`src/rtl/ssp_pkg.sv`:
```
package ssp_pkg;

  // request opcodes
  localparam logic [1:0] OP_LOAD_NODE = 2'd0;
  localparam logic [1:0] OP_LOAD_EDGE = 2'd1;
  localparam logic [1:0] OP_RUN       = 2'd2;
  localparam logic [1:0] OP_READ      = 2'd3;

  // configuration register indexes
  localparam logic [1:0] CFG_NODE_COUNT  = 2'd0;
  localparam logic [1:0] CFG_EDGE_COUNT  = 2'd1;
  localparam logic [1:0] CFG_SOURCE_NODE = 2'd2;

  // fixed field widths
  localparam int OPCODE_W  = 2;
  localparam int INDEX_W   = 12;
  localparam int OFFSET_W  = 13;
  localparam int DEST_W    = 10;
  localparam int COST_W    = 16;
  localparam int OUT_DIST_W = 32;
  localparam int CFG_IDX_W = 2;
  localparam int CFG_DATA_W = 13;
  localparam int NODE_CNT_W = 11;
  localparam int EDGE_CNT_W = 13;
  localparam int SRC_W     = 10;

  // controller to datapath commands
  typedef struct packed {
    logic load_node;
    logic load_edge;
    logic read;
    logic run_init;
    logic clr;
    logic seed;
    logic node_rd;
    logic node_first;
    logic node_last;
    logic edge_rd;
    logic edge_dist_rd;
    logic edge_sum;
    logic edge_upd;
    logic next_node;
  } cmd_t;

  // datapath to controller status
  typedef struct packed {
    logic clr_last;
    logic src_ok;
    logic multi_node;
    logic edge_more;
    logic node_last;
    logic pass_last;
  } status_t;

endpackage

```
`src/rtl/ssp_ctrl.sv`:
```
module ssp_ctrl (
  input  logic                  clk,
  input  logic                  rst_n,
  input  logic                  start,
  input  logic [1:0]            opcode,
  input  ssp_pkg::status_t      status,
  output ssp_pkg::cmd_t         cmd,
  output logic                  busy
);
  import ssp_pkg::*;

  localparam logic [3:0] S_IDLE  = 4'd0;
  localparam logic [3:0] S_CLR   = 4'd1;
  localparam logic [3:0] S_SEED  = 4'd2;
  localparam logic [3:0] S_NODE  = 4'd3;
  localparam logic [3:0] S_NODE2 = 4'd4;
  localparam logic [3:0] S_NODE3 = 4'd5;
  localparam logic [3:0] S_ECHK  = 4'd6;
  localparam logic [3:0] S_EDGE  = 4'd7;
  localparam logic [3:0] S_EDGE2 = 4'd8;
  localparam logic [3:0] S_EDGE3 = 4'd9;
  localparam logic [3:0] S_EDGE4 = 4'd10;
  localparam logic [3:0] S_NEXT  = 4'd11;

  logic [3:0] state_r, state_nxt;
  logic       run_r, run_nxt;
  logic       acc;

  assign busy = (state_r != S_IDLE);
  assign acc  = start && !busy;

  // next state and command decode
  always_comb begin
    state_nxt = state_r;
    run_nxt   = run_r;
    cmd       = '0;
    unique case (state_r)
      S_IDLE: begin
        if (acc) begin
          case (opcode)
            OP_LOAD_NODE: cmd.load_node = 1'b1;
            OP_LOAD_EDGE: cmd.load_edge = 1'b1;
            OP_READ:      cmd.read = 1'b1;
            default: begin
              cmd.run_init = 1'b1;
              run_nxt      = 1'b1;
              state_nxt    = S_CLR;
            end
          endcase
        end
      end
      S_CLR: begin
        cmd.clr = 1'b1;
        if (status.clr_last) state_nxt = run_r ? S_SEED : S_IDLE;
      end
      S_SEED: begin
        run_nxt  = 1'b0;
        cmd.seed = 1'b1;
        state_nxt = (status.src_ok && status.multi_node) ? S_NODE : S_IDLE;
      end
      S_NODE: begin
        cmd.node_rd = 1'b1;
        state_nxt   = S_NODE2;
      end
      S_NODE2: begin
        cmd.node_first = 1'b1;
        state_nxt      = S_NODE3;
      end
      S_NODE3: begin
        cmd.node_last = 1'b1;
        state_nxt     = S_ECHK;
      end
      S_ECHK: begin
        state_nxt = status.edge_more ? S_EDGE : S_NEXT;
      end
      S_EDGE: begin
        cmd.edge_rd = 1'b1;
        state_nxt   = S_EDGE2;
      end
      S_EDGE2: begin
        cmd.edge_dist_rd = 1'b1;
        state_nxt        = S_EDGE3;
      end
      S_EDGE3: begin
        cmd.edge_sum = 1'b1;
        state_nxt    = S_EDGE4;
      end
      S_EDGE4: begin
        cmd.edge_upd = 1'b1;
        state_nxt    = S_ECHK;
      end
      S_NEXT: begin
        cmd.next_node = 1'b1;
        state_nxt = (status.node_last && status.pass_last) ? S_IDLE : S_NODE;
      end
      default: state_nxt = S_IDLE;
    endcase
  end

  // reset sweeps the distance memory before the first request
  always_ff @(posedge clk) begin
    if (!rst_n) begin
      state_r <= S_CLR;
      run_r   <= 1'b0;
    end else begin
      state_r <= state_nxt;
      run_r   <= run_nxt;
    end
  end

endmodule

```
`config.mk`:
```
export PLATFORM = sky130hd
export DESIGN_NAME = ssp_ctrl
export DESIGN_NICKNAME = d
export VERILOG_FILES = /design/src/rtl/ssp_pkg.sv /design/src/rtl/ssp_ctrl.sv
export SDC_FILE = /design/constraint.sdc
export NUM_CORES = 1
export LEC_CHECK = 0
export BUFFER_PORTS_ARGS = -buffer_cell sky130_fd_sc_hd__clkbuf_2
export CORE_AREA = 2 2 39 41
export DETAILED_ROUTE_END_ITERATION = 10
export DIE_AREA = 0 0 41 43
export PLACE_DENSITY = 0.66
export SLEW_MARGIN = 10
export SYNTH_ARGS = -nofsm -noshare
export SYNTH_HDL_FRONTEND = slang
export SYNTH_SLANG_ARGS = --single-unit
```
`constraint.sdc`:
```
create_clock -name clk -period 1.7 [get_ports clk]
set_input_delay 0.17 -clock clk [delete_from_list [all_inputs] [get_ports clk]]
set_output_delay 0.17 -clock clk [all_outputs]
set_load 0.03 [all_outputs]
```
== After elaboration in Yosys (flattened, before gate mapping) ==
Cells that the tools add are included.
Widths: inputs -> output; s select.

* Latch bits: 0
* Register bits after elaboration: 5
* Input bits: 11
* Bits in read-only memories: 0
* Memory bits (writable): 0
* Memories: 0
* Output and inout port bits: 15
* Logic and storage cells: 57

* Add/sub/neg operators: 0
* $mul: 0
* Equal/unequal tests: 16
* Bitwise logic cells: 0
* Reduce and logical (&&, ||, !) cells: 12
* Shift-type cells: 0
* $lt $le $gt $ge: 0
* Muxes and demuxes: 27
* Div/mod/pow operators: 0

{| class="wikitable"
|+ Operators with widths
! kind !! number
|-
| $pmux 4 s11 || 1
|-
| $mux 4 || 6
|-
| $eq 4x3->1 const B || 4
|-
| $eq 4x4->1 const B || 4
|-
| $mux 1 || 16
|-
| $eq 4x2->1 const B || 2
|-
| $mux 2 || 3
|-
| $ne 2x2->1 const B || 3
|-
| $reduce_and 3->1 || 2
|-
| $eq 4x1->1 const B || 1
|-
| $logic_not 4->1 || 1
|-
| $reduce_bool 4->1 || 1
|-
| $logic_and 1x1->1 || 3
|-
| $reduce_or 3->1 || 1
|-
| $eq 2x1->1 const B || 1
|-
| $eq 2x2->1 const B || 1
|-
| $logic_not 2->1 || 1
|-
| $pmux 1 s2 || 1
|-
| $reduce_bool 2->1 || 1
|-
| $reduce_or 2->1 || 1
|-
| $logic_not 1->1 || 1
|}

== Longest topological paths before layout ==
* Word-level depth: 5
* Depth in mapped cells: 4
* Gate-level depth less buffers: 3

== Least setup slack after synthesis ==
OpenSTA, ideal clock, no wires.

* Path kind: register to output
* Start: register state_r[0]
* End: output port cmd[13] (netlist name)
* Path buffers: 1
* Arrival time: 1.511 ns
* Stages on the path, launching flop included: 5
* Path slack: 0.019 ns
* Cell sequence: dfxtp_1 buf_2 nor4_2 nand2_1 nor3_1

{| class="wikitable"
|+ RTL lines
! element !! line !! RTL
|-
| start, declared || ssp_ctrl.sv:25 || <nowiki>logic [3:0] state_r, state_nxt;</nowiki>
|-
| start signal, assigned || ssp_ctrl.sv:106 || <nowiki>state_r <= state_nxt;</nowiki>
|-
| end, declared || ssp_ctrl.sv:7 || <nowiki>output ssp_pkg::cmd_t cmd,</nowiki>
|}

==> results.toml <==
[status]
status = "completed"

[critical_path]
cp_slowest_stage_delay_ns = 0.39
cp_slowest_cell = "dfxtp_2"
crit_required_ns = 1.53
regToRegSetupSlack_ns = 0.30
path_cells = "nor4_4 -> and4b_1 -> clkbuf_4"
cpLargestDelayFamily = "simple AND/OR/NAND/NOR gates"
cp_num_buf_inv = 1
r2r_end = "state_r[1]$_SDFFE_PN0P_"
endpoint_kind = "output port"
reg2reg_depth = 3
crit_type = "reg2out"
cp_data_arrival_time_ns = 1.46
cp-start-kind = "register"
rr_startpoint = "state_r[2]$_SDFFE_PN0P_"
cp_max_fo = 13

[detailed_routing]
via_per_inst = 5.41
top_layer_used = "met4"
vias = 595
met2_wirelength_um = 689
wire_per_inst_um = 12.0
met1_length_um = 567
ant_nets = 0
wirelength_um = 1320
drc = 0
drtIter0Drc = 12
dr_wl_met3_um = 54
firstDrtPassIters = 3

[sta]
fin_ws_ns = 0.0718
fin_hold_ws_ns = 0.202
clock.fmax_mhz = 614
period_share_pct = 95.8
setup_viol = 0
fin_worst_skew_ns = 0.00952
period_needed_ns = 1.63
worst_pin_slew_ns = 0.361
slew_violations = 0
maxSlewHeadroom_pct = 75.6
finalHoldViolations = 0

[clock_network]
cts_max_level = 1
cts_tree = "yes"
cts.path.max_buffers = 2
clkTransAtPathRegs_ns = 0.05
cts_hold_buf = 0
cts_root_buffer = "clkbuf_4"
cts_buffers = 3
clk_latency_ns = 0.25
clock_sinks = 5

[die]
die_h_um = 43
ios = 26
num_rows = 14
initial_core_util_pct = 33.9
die-area_mm2 = 0.00176
die_x_um = 41
core_mm2 = 0.00138

[grt]
antenna_found_initial = 0
grt_max_degree = 14
grt_pass1_vias = 467
overflow = 0
track_usage_pct = 16.6
grt_pass1_wl_um = 1980

[logic_synthesis]
synth-compound-area-share_pct = 26.1
ys_seq_area_share_pct = 21.3
synth_async_sr_flop_share_pct = 0
synthFlopType = "dfxtp_1"
netlist.area_leader.share_pct = 21.3
yosysWarnings = 0
syn-mean-instance-area_um2 = 7.33
synth_edf_count = 0
synthAdderAreaFrac_pct = 0
synth_top_family_by_area = "simple AND/OR/NAND/NOR gates"
yosys-top-cells-area = "dfxtp_1 21%, nor3_1 7.5%, nor2_1 5.6%, nand2b_1 5.3%, a21oi_1 4.3%"
synthXorXnorAreaFrac_pct = 0
synth_cells = 64
synthMuxAreaShare_pct = 0
synth_seq_cells = 5
synth_area_um2 = 469
synth.largest_area_cell = "dfxtp_1"
syn-num-nets = 75
ys_types = 31
yosys.area_share.simple_pct = 44.3

[placement]
place_ws_ns = 0.238
place_congestion = 0.755
dpl-instance-area_um2 = 624
dp_hpwl_um = 979
port_buffers = 25

[final_layout]
fin_nets = 106
fin_util_pct = 48.7
antenna_cells = 0
syn2layout_area_growth_pct = 43.7
fin_area_um2 = 674
drive_gt1_share_pct = 40.4

[power_and_ir_drop]
powerDensity_mw_per_mm2 = 667
p_leak_nw = 0.324
vdd_ir_drop_max_v = 0.000297

[min_path]
hold_path_depth = 2
hp-class = "in2reg"
hold_end = "state_r[2]$_SDFFE_PN0P_"
hp-start = "rst_n"

[flow_run]
cap_violations = 0
## cells in the final DEF, fill, tap and decap left out, types with 3 or more instances in the layout
master and n:
clkbuf_4 4, inv_1 5, dfxtp_1 3, a21oi_1 4
nand2_1 4, nor2_1 7, buf_4 6, nand2b_1 4
clkbuf_2 21, nor3_1 7
## how the worst max path moves through the flow
| stage | start | end | slack, ns | cells past startpoint |
|---|---|---|---|---|
| finish | state_r[0]$_SDFFE_PN1P_ | cmd[10] | 0.07 | 3 |
| global route | state_r[0]$_SDFFE_PN1P_ | cmd[13] | -0.03 | 4 |
| CTS | state_r[0]$_SDFFE_PN1P_ | cmd[10] | 0.02 | 3 |
| detailed placement | state_r[0]$_SDFFE_PN1P_ | cmd[10] | 0.24 | 3 |
| global placement | state_r[0]$_SDFFE_PN1P_ | cmd[10] | 0.28 | 3 |
| floorplan | state_r[0]$_SDFFE_PN1P_ | cmd[13] | 0.02 | 4 |
## layer usage
| layer | vias to the layer above | global-route usage (%) |
|---|---|---|
| met5 | - | 0 |
| met4 | 0 | 12.0 |
| met3 | 2 | 4.71 |
| met2 | 18 | 23.8 |
| met1 | 277 | 19.9 |
| li1 | 298 | - |
## state kept, by name, summed over array words and instances (netlist names)
name and cells:
run_r 1, state_r 4
## cell type report
cell class / instances / area (µm²)
fill: 150 / 709
multi-input combinational: 50 / 339
timing repair buffer: 30 / 168
inverter: 5 / 18.8
tap: 16 / 20.0
sequential: 5 / 103
clock buffer: 4 / 26.3
## Yosys cell counts (2+ instances only)
master    n
nor2_1    7
a21oi_1   4
buf_2     4
o21a_1    2
dfxtp_1   5
inv_1     5
nand2_1   4
nand2b_1  4
nor3_1    7
## per-stage QoR
step / TNS (ns) / power [mW] / cells
floorplan: 0 / 0.245 / 64
detailed placement: 0 / 0.287 / 105
global route: -0.0315 / 0.478 / 110
global placement: 0 / 0.286 / 105
finish: 0 / 0.450 / 110
CTS: 0 / 0.444 / 109
## kinds of logic (layout without fill, tap and decap cells)
family                 count (synthesis)  after routing
AND/OR/NAND/NOR                       34             34
AO/OA/AOI/OAI                         16             16
buffers and inverters                  9             39
flip-flops                             5              5
## repair_timing
item | in CTS | in global routing
buffers inserted | 0 | 1
pin swaps | 0 | 1
endpoints found under the setup margin | 4 | 7
gates resized for setup | 1 | 8
## power breakdown
| part | leakage, nW | switching (mW) | internal, mW | total [mW] |
|---|---|---|---|---|
| combinational | 0.268 | 0.0873 | 0.0713 | 0.159 |
| sequential | 0.0411 | 0.0227 | 0.126 | 0.149 |
| clock | 0.0150 | 0.0533 | 0.0891 | 0.142 |
| total | 0.324 | 0.163 | 0.287 | 0.450 |
No activity file was read; power rests on OpenSTA's default activity.
